===== config.mk =====
export PLATFORM = sky130hd
export DESIGN_NAME = typed_box_overlap_table_top
export DESIGN_NICKNAME = d
export VERILOG_FILES = /design/src/hdl/tbot_pkg.sv /design/src/hdl/tbot_mem.sv /design/src/hdl/tbot_ovl.sv /design/src/hdl/typed_box_overlap_table_top.sv
export SDC_FILE = /design/constraint.sdc
export NUM_CORES = 2
export LEC_CHECK = 0
export ABC_AREA = 0
export BUFFER_PORTS_ARGS = -buffer_cell sky130_fd_sc_hd__buf_2
export CORE_MARGIN = 4
export CORE_UTILIZATION = 30
export DETAILED_ROUTE_END_ITERATION = 7
export SKIP_CTS_REPAIR_TIMING = 1
export SYNTH_ARGS = -nofsm -noshare
export SYNTH_HDL_FRONTEND = slang
export SYNTH_SLANG_ARGS = --single-unit

===== constraint.sdc =====
create_clock -name clk_i -period 8.95 [get_ports clk_i]
set_clock_uncertainty 0.2 [all_clocks]
set_input_delay 0 -clock clk_i [delete_from_list [all_inputs] [get_ports clk_i]]
set_output_delay 0 -clock clk_i [all_outputs]
set_load 0.01 [all_outputs]

===== src/hdl/tbot_pkg.sv =====
// ----------------------------------------------------------------------------
// tbot_pkg: shared types and codes for the typed box overlap table
// Box and table entry layouts, operation codes and field widths.
// ----------------------------------------------------------------------------
package tbot_pkg;

  localparam int unsigned POS_W  = 16;
  localparam int unsigned SIZE_W = 15;
  localparam int unsigned KIND_W = 2;
  localparam int unsigned MODE_W = 2;
  localparam int unsigned SLOT_W = 4;
  // Edge sums are carried one bit wider than a position so they never wrap.
  localparam int unsigned EDGE_W = POS_W + 1;

  // Operation codes carried on the mode field.
  localparam logic [MODE_W-1:0] MODE_PLACE  = 2'd0;
  localparam logic [MODE_W-1:0] MODE_REMOVE = 2'd1;
  localparam logic [MODE_W-1:0] MODE_QUERY  = 2'd2;

  typedef struct packed {
    logic signed [POS_W-1:0] x;
    logic signed [POS_W-1:0] y;
    logic [SIZE_W-1:0]       w;
    logic [SIZE_W-1:0]       h;
  } box_t;

  typedef struct packed {
    logic [KIND_W-1:0] kind;
    box_t              box;
  } entry_t;

endpackage


===== src/hdl/tbot_mem.sv =====
// ----------------------------------------------------------------------------
// tbot_mem: box table storage
// One write port and one read port; read data is registered.
// ----------------------------------------------------------------------------
module tbot_mem #(
  parameter int DEPTH = 16,
  parameter int AW    = 4
) (
  input  logic             clk_i,
  input  logic             we_i,
  input  logic [AW-1:0]    waddr_i,
  input  tbot_pkg::entry_t wdata_i,
  input  logic [AW-1:0]    raddr_i,
  output tbot_pkg::entry_t rdata_o
);

  tbot_pkg::entry_t mem_q [DEPTH];
  tbot_pkg::entry_t rdata_q;

  always_ff @(posedge clk_i) begin
    if (we_i) begin
      mem_q[waddr_i] <= wdata_i;
    end
    rdata_q <= mem_q[raddr_i];
  end

  assign rdata_o = rdata_q;

endmodule


===== src/hdl/tbot_ovl.sv =====
// ----------------------------------------------------------------------------
// tbot_ovl: box overlap compare unit
// Strictly positive area overlap test of two boxes; touching edges miss.
// ----------------------------------------------------------------------------
module tbot_ovl (
  input  tbot_pkg::box_t a_i,
  input  tbot_pkg::box_t b_i,
  output logic           hit_o
);

  logic signed [tbot_pkg::EDGE_W-1:0] a_l, a_t, a_r, a_b;
  logic signed [tbot_pkg::EDGE_W-1:0] b_l, b_t, b_r, b_b;

  always_comb begin
    a_l = tbot_pkg::EDGE_W'(a_i.x);
    a_t = tbot_pkg::EDGE_W'(a_i.y);
    b_l = tbot_pkg::EDGE_W'(b_i.x);
    b_t = tbot_pkg::EDGE_W'(b_i.y);
    a_r = a_l + $signed({2'b00, a_i.w});
    a_b = a_t + $signed({2'b00, a_i.h});
    b_r = b_l + $signed({2'b00, b_i.w});
    b_b = b_t + $signed({2'b00, b_i.h});
  end

  assign hit_o = (a_b > b_t) && (a_t < b_b) && (a_r > b_l) && (a_l < b_r);

endmodule


===== src/hdl/typed_box_overlap_table_top.sv =====
// ----------------------------------------------------------------------------
// typed_box_overlap_table_top: table of typed boxes with overlap query
// Place, remove and query items against a table of SLOTS boxes.
// ----------------------------------------------------------------------------
// Usage:
//   An item is taken at a rising edge with start_i high and busy_o low. Its
//   fields are mode_i, slot_i, pos_x_i, pos_y_i, width_i, height_i, kind_i.
//   Every item gives exactly one result: done_o is high for one cycle and
//   hit_o is valid in that cycle. Place, remove, unused modes, slots past
//   the table and queries from an empty slot all report hit 0.
// Sequencing:
//   Place and remove: the item is carried out in ST_EXEC, which registers
//   done_o; the next item can be taken while the result is shown.
//   Query: ST_EXEC reads the own entry, ST_LOAD writes the moved box back,
//   then ST_SCAN makes one table read and one overlap compare per cycle: the
//   scan walks every slot through the single read port of the box memory.
// Reset:
//   rst_ni clears all valid marks and the sequencer; box storage is not
//   cleared, an entry is only used after a place has written it.
// Output:
//   The receiver cannot stall; done_o is a strobe and must be taken as it
//   comes.
// ----------------------------------------------------------------------------
module typed_box_overlap_table_top #(
  parameter int SLOTS = 16
) (
  input  logic                                  clk_i,
  input  logic                                  rst_ni,
  input  logic                                  start_i,
  output logic                                  busy_o,
  input  logic [tbot_pkg::MODE_W-1:0]           mode_i,
  input  logic [tbot_pkg::SLOT_W-1:0]           slot_i,
  input  logic signed [tbot_pkg::POS_W-1:0]     pos_x_i,
  input  logic signed [tbot_pkg::POS_W-1:0]     pos_y_i,
  input  logic [tbot_pkg::SIZE_W-1:0]           width_i,
  input  logic [tbot_pkg::SIZE_W-1:0]           height_i,
  input  logic [tbot_pkg::KIND_W-1:0]           kind_i,
  output logic                                  done_o,
  output logic                                  hit_o
);

  localparam int IDX_W = $clog2(SLOTS);
  localparam logic [IDX_W-1:0] LAST_IDX = IDX_W'(SLOTS - 1);
  localparam logic [8:0]       SLOTS_N  = 9'(SLOTS);

  typedef enum logic [1:0] {
    ST_IDLE,
    ST_EXEC,   // dispatch the item, read own entry for a query
    ST_LOAD,   // take own size, write moved box back, start scan reads
    ST_SCAN    // one slot compared per cycle
  } state_e;

  state_e            state_q;
  logic [SLOTS-1:0]  valid_q;
  logic [IDX_W-1:0]  cnt_q;
  logic              acc_q;
  logic              done_q;
  logic              hit_q;

  // latched item
  logic [tbot_pkg::MODE_W-1:0]       mode_q;
  logic [tbot_pkg::SLOT_W-1:0]       slot_q;
  logic signed [tbot_pkg::POS_W-1:0] x_q;
  logic signed [tbot_pkg::POS_W-1:0] y_q;
  logic [tbot_pkg::SIZE_W-1:0]       w_q;
  logic [tbot_pkg::SIZE_W-1:0]       h_q;
  logic [tbot_pkg::KIND_W-1:0]       kind_q;
  logic [tbot_pkg::SIZE_W-1:0]       own_w_q;
  logic [tbot_pkg::SIZE_W-1:0]       own_h_q;

  logic              accept;
  logic [8:0]        slot_ext;
  logic              in_range;
  logic [IDX_W-1:0]  slot_idx;
  logic              last;

  logic              mem_we;
  tbot_pkg::entry_t  mem_wdata;
  logic [IDX_W-1:0]  mem_raddr;
  tbot_pkg::entry_t  rd_entry;

  tbot_pkg::box_t    moved_box;
  logic              ovl_hit;
  logic              cand;

  assign accept   = start_i && (state_q == ST_IDLE);
  assign busy_o   = (state_q != ST_IDLE);
  assign slot_ext = {5'b0, slot_q};
  assign in_range = (slot_ext < SLOTS_N);
  assign slot_idx = slot_ext[IDX_W-1:0];
  assign last     = (cnt_q == LAST_IDX);

  // Memory port control: place writes a new entry, query writes back the
  // moved box with its stored size and kind.
  always_comb begin
    mem_we    = 1'b0;
    mem_wdata = rd_entry;
    mem_raddr = '0;
    unique case (state_q)
      ST_EXEC: begin
        mem_raddr = slot_idx;
        if (in_range && (mode_q == tbot_pkg::MODE_PLACE)) begin
          mem_we         = 1'b1;
          mem_wdata.kind = kind_q;
          mem_wdata.box  = '{x: x_q, y: y_q, w: w_q, h: h_q};
        end
      end
      ST_LOAD: begin
        mem_raddr       = '0;
        mem_we          = 1'b1;
        mem_wdata.kind  = rd_entry.kind;
        mem_wdata.box   = '{x: x_q, y: y_q, w: rd_entry.box.w, h: rd_entry.box.h};
      end
      ST_SCAN: begin
        mem_raddr = last ? '0 : cnt_q + 1'b1;
      end
      default: begin
        mem_raddr = '0;
      end
    endcase
  end

  tbot_mem #(
    .DEPTH (SLOTS),
    .AW    (IDX_W)
  ) u_mem (
    .clk_i   (clk_i),
    .we_i    (mem_we),
    .waddr_i (slot_idx),
    .wdata_i (mem_wdata),
    .raddr_i (mem_raddr),
    .rdata_o (rd_entry)
  );

  assign moved_box = '{x: x_q, y: y_q, w: own_w_q, h: own_h_q};

  tbot_ovl u_ovl (
    .a_i   (rd_entry.box),
    .b_i   (moved_box),
    .hit_o (ovl_hit)
  );

  // rd_entry holds slot cnt_q during the scan
  assign cand = valid_q[cnt_q] && (cnt_q != slot_idx) &&
                (rd_entry.kind == kind_q) && ovl_hit;

  // Sequencer, valid marks and result registers
  always_ff @(posedge clk_i or negedge rst_ni) begin
    if (!rst_ni) begin
      state_q <= ST_IDLE;
      valid_q <= '0;
      cnt_q   <= '0;
      acc_q   <= 1'b0;
      done_q  <= 1'b0;
      hit_q   <= 1'b0;
    end else begin
      done_q <= 1'b0;
      hit_q  <= 1'b0;
      unique case (state_q)
        ST_IDLE: begin
          if (start_i) begin
            state_q <= ST_EXEC;
          end
        end
        ST_EXEC: begin
          state_q <= ST_IDLE;
          done_q  <= 1'b1;
          if (in_range) begin
            unique case (mode_q)
              tbot_pkg::MODE_PLACE:  valid_q[slot_idx] <= 1'b1;
              tbot_pkg::MODE_REMOVE: valid_q[slot_idx] <= 1'b0;
              tbot_pkg::MODE_QUERY: begin
                if (valid_q[slot_idx]) begin
                  state_q <= ST_LOAD;
                  done_q  <= 1'b0;
                  acc_q   <= 1'b0;
                end
              end
              default: begin
                state_q <= ST_IDLE;
              end
            endcase
          end
        end
        ST_LOAD: begin
          cnt_q   <= '0;
          state_q <= ST_SCAN;
        end
        ST_SCAN: begin
          if (last) begin
            done_q  <= 1'b1;
            hit_q   <= acc_q | cand;
            state_q <= ST_IDLE;
          end else begin
            acc_q <= acc_q | cand;
            cnt_q <= cnt_q + 1'b1;
          end
        end
        default: begin
          state_q <= ST_IDLE;
        end
      endcase
    end
  end

  // Item fields and own size of the querying box
  always_ff @(posedge clk_i) begin
    if (accept) begin
      mode_q <= mode_i;
      slot_q <= slot_i;
      x_q    <= pos_x_i;
      y_q    <= pos_y_i;
      w_q    <= width_i;
      h_q    <= height_i;
      kind_q <= kind_i;
    end
    if (state_q == ST_LOAD) begin
      own_w_q <= rd_entry.box.w;
      own_h_q <= rd_entry.box.h;
    end
  end

  assign done_o = done_q;
  assign hit_o  = hit_q;

  // A result strobe is never high in back-to-back cycles.
  a_done_pulse: assert property (@(posedge clk_i) disable iff (!rst_ni)
    done_q |=> !done_q)
    else $error("done strobe held for more than one cycle");

  // A hit is only reported together with a result strobe.
  a_hit_done: assert property (@(posedge clk_i) disable iff (!rst_ni)
    hit_q |-> done_q)
    else $error("hit without result strobe");

  // A hit only follows the last scan cycle.
  a_hit_after_scan: assert property (@(posedge clk_i) disable iff (!rst_ni)
    hit_q |-> ($past(state_q) == ST_SCAN))
    else $error("hit reported without a scan");

  // Non-query items raise done_q as they leave ST_EXEC.
  a_short_item: assert property (@(posedge clk_i) disable iff (!rst_ni)
    (accept && (mode_i != tbot_pkg::MODE_QUERY)) |=> ##1 done_q)
    else $error("place or remove item did not finish in time");

endmodule


==> metrics.txt <==
Fillers roughly 16000; combinational family with the most area after synthesis compound AO/OA/AOI/OAI gates; clk sink count 1213; ys async rst share 2.06%; critical path class flip-flop to flip-flop; Synth area leaders edfxtp_1 (66%), a211oi_1 (4.9%), nand2_1 (4.2%); clk_lat worst skew 750 ps; compound-gate portion of the synthesized area approximately an eighth; area delta synth->final 16.9%; Cell variety after synth 65; number of synthesized flops with an enable pin 1124; Storage cell area around 36000 µm²; Simple-Gate Fraction of Synth Area 9.41%; setup TNS 0 ps; Max-Cap Viols 0; Final Wtd Congestion 0.872; Die Area about 180000 µm²; IO Pins 76; CTS tree built; final wirelength ~130 mm; Max IR drop VDD 0.210 mV; Avg WL per Cell 21.3 µm; gr usage total between 10% and 20%; global-route wire length before repair 196 mm; Synth Cell Area 51100 µm²; Slew headroom 18.4%; CP Launch Point own_w_q[1]; post-synth top area share about two thirds; synthesized-area fraction occupied by adder cells roughly 3.4%; Synth Area in XOR/XNOR 0.977%; Leak Pwr 19.8 nW; via-per-instance ratio a little over 5; Tcrit/Tclk final between 50% and 60%; dpl cell area 54000 µm²; Critical R2R Launch own_w_q[1]; largest net degree at the start of global routing 209; CTS Root Buffer Type clkbuf_16; ys flop type edfxtp_1; final setup violation count 0; Comb power frac 32.3%; initial core utilization between 30% and 40%; register area share after synthesis approximately 70%; vias in the first global route between 30000 and 40000; Worst Hold Class primary input to async pin; Seq pwr share 40.8%; power per cell area 332 nW/µm²; CP startpoint kind flip-flop; initial antenna violation count 2; Final Cell Area 59700 µm²; share of cells above drive strength 1 10.1%; Gate Count Post-Synth 3745; multiplexer share of the synthesized area less than 1%; Reg clk slew, reported paths 70 ps; largest area contributor in the netlist edfxtp_1; worst hold slack 90.8 ps; vias 31800; Critical Path RT 9410 ps; Core Util, Final 35.3%; CTS H-tree depth 3; sw frac roughly a third; Port Buffers 75; DR iter-0 viols 2909; DIE HEIGHT ~420 µm; area occupied by multi-input gates 14300 µm²; 1st-pass router iterations 7; DRC 0; Slew Viols, Final 0; CTS Buf Count 119; critical path peak fanout 3; total core area 169000 µm²; Yosys reg bits approximately 1200; status finished, final reports clean; Routed Antenna Nets 0; Clk pwr share 26.8%; Max Freq between 0.2 and 0.25 GHz; dpl hpwl 74.6 mm; count of warnings emitted by yosys 0; Avg Inst Size Synth 13.6 µm²; Critical Path AT between 5000 and 6000 ps; Net Count, Synth 3954; Worst-Margin Slew 1220 ps; post-route minimum period around 5000 ps; unrepaired setup endpoints after global routing false; Pint 12.9 mW; die width 421 µm; GRT overflow 0; switching pwr 6.89 mW; CTS max path bufs 3; Crit. End Element flip-flop; Final nets 4133; Final Hold Fails 0; FP Rows between 150 and 200
[synth_stat cells (all sizes together), types with 3 or more instances]
cell     count
nor4         9
or3          7
buf        119
nand2b      13
o21ai       88
o31ai       16
nor3        31
a211oi     332
clkbuf     126
nand3       29
a22o        37
a2111oi      3
edfxtp    1124
a31oi      135
dfxtp       64
and3         7
or2          6
nor2b      273
mux4         8
o21bai       7
xnor2       32
a21o        11
inv         69
a22oi        5
and2         3
ha         132
a21oi      179
dfrtp       25
xor2        25
o21a         7
or4          3
a311oi     129
mux2         5
o211ai       6
nand2      572
nand4       11
fa           4
o41ai        6
nor2        60
[final timing paths]
path | cells after the start | slack (ps) | endpoint
setup / recovery | 16 | 3960 | hit_o
hold / removal | 4 | 90 | async pin
setup reg to reg | 16 | 3960 | hit_o
hold reg to reg | 0 | 280 | own_w_q[0]
max in group asynchronous | 4 | 8280 | cnt_q[2]
min in group clk_i | 5 | 130 | state_q[0]
[cell type report]
type / instances / area share, %
Inverter: 69 / 0.434
Sequential cell: 1213 / 59.7
Multi-Input combinational cell: 2218 / 23.9
Antenna cell: 1 / 0.00419
Timing Repair Buffer: 303 / 4.26
Tap cell: 2218 / 4.65
Clock buffer: 158 / 5.53
Clock inverter: 67 / 1.54
[metal layers]
layer | track usage, % | vias to the layer above | wire (µm)
li1 | - | 14700 | -
met1 | 19.6 | 16100 | 58300
met2 | 24.9 | 779 | 65100
met3 | 1.71 | 169 | 6300
met4 | 4.43 | 2 | 3060
met5 | 0 | - | 13
[worst max-delay path, stage by stage, from the launching register on]
cell and delay, ps:
edfxtp_1 400, ha_1 310, a21oi_1 240, o211ai_1 170
o41ai_1 610, o21ai_0 290, o41ai_1 430, mux2_2 390
a211oi_1 250, ha_1 290, nand4_1 120, nor2_1 60
nor4_1 280, nand4_1 130, a211oi_1 380, a21oi_1 120
a211oi_1 230
[placed cells by master (no fill, tap or decap), drive strengths merged, types with 16 or more instances in the layout]
master / count
a211oi: 332
a21oi: 179
a22o: 37
a311oi: 129
a31oi: 135
buf: 160
bufinv: 18
clkbuf: 158
clkinv: 33
dfrtp: 25
dfxtp: 64
dlygate4sd3: 143
edfxtp: 1124
ha: 132
inv: 77
nand2: 572
nand3: 29
nor2: 60
nor2b: 273
nor3: 31
o21ai: 88
o31ai: 16
xnor2: 32
xor2: 25
[through the flow]
step | power [mW] | std cells | setup slack (ps)
final | 19.8 | 6247 | 3960
after global routing | 20.9 | 6246 | 3560
after CTS | 19.9 | 6102 | 4050
after detailed placement | 14.5 | 5877 | 4080
after global placement | 14.4 | 5877 | 4050
after floorplan | 12.5 | 3745 | 34.1
[power by group through the flow]
stage	registers, mW	clock network [mW]	logic, mW
4_1_cts	8.10	5.43	6.36
6_report	8.09	5.32	6.41
2_1_floorplan	7.92	0	4.54
3_3_place_gp	8.21	0	6.20
3_5_place_dp	8.22	0	6.33
5_1_grt	8.11	5.66	7.17
[flip-flops by register name, summed over array words and instances (netlist names), named ones only]
name	flops
cnt_q	4
state_q	1
x_q	16
kind_q	2
h_q	15
own_h_q	15
mode_q	2
own_w_q	15
slot_idx	4
w_q	15
u_mem.rdata_o	64
y_q	16
acc_q	1
hit_o	1
done_o	1
u_mem.mem_q	1024
[cells by family after synthesis]
group / after synthesis
AO/OA/AOI/OAI: 981
XOR/XNOR: 57
adder cells (fa/ha/maj): 136
buffers and inverters: 314
flip-flops: 1213
multiplexers: 15
AND/OR/NAND/NOR: 1029
(Power assumes the default switching activity.)
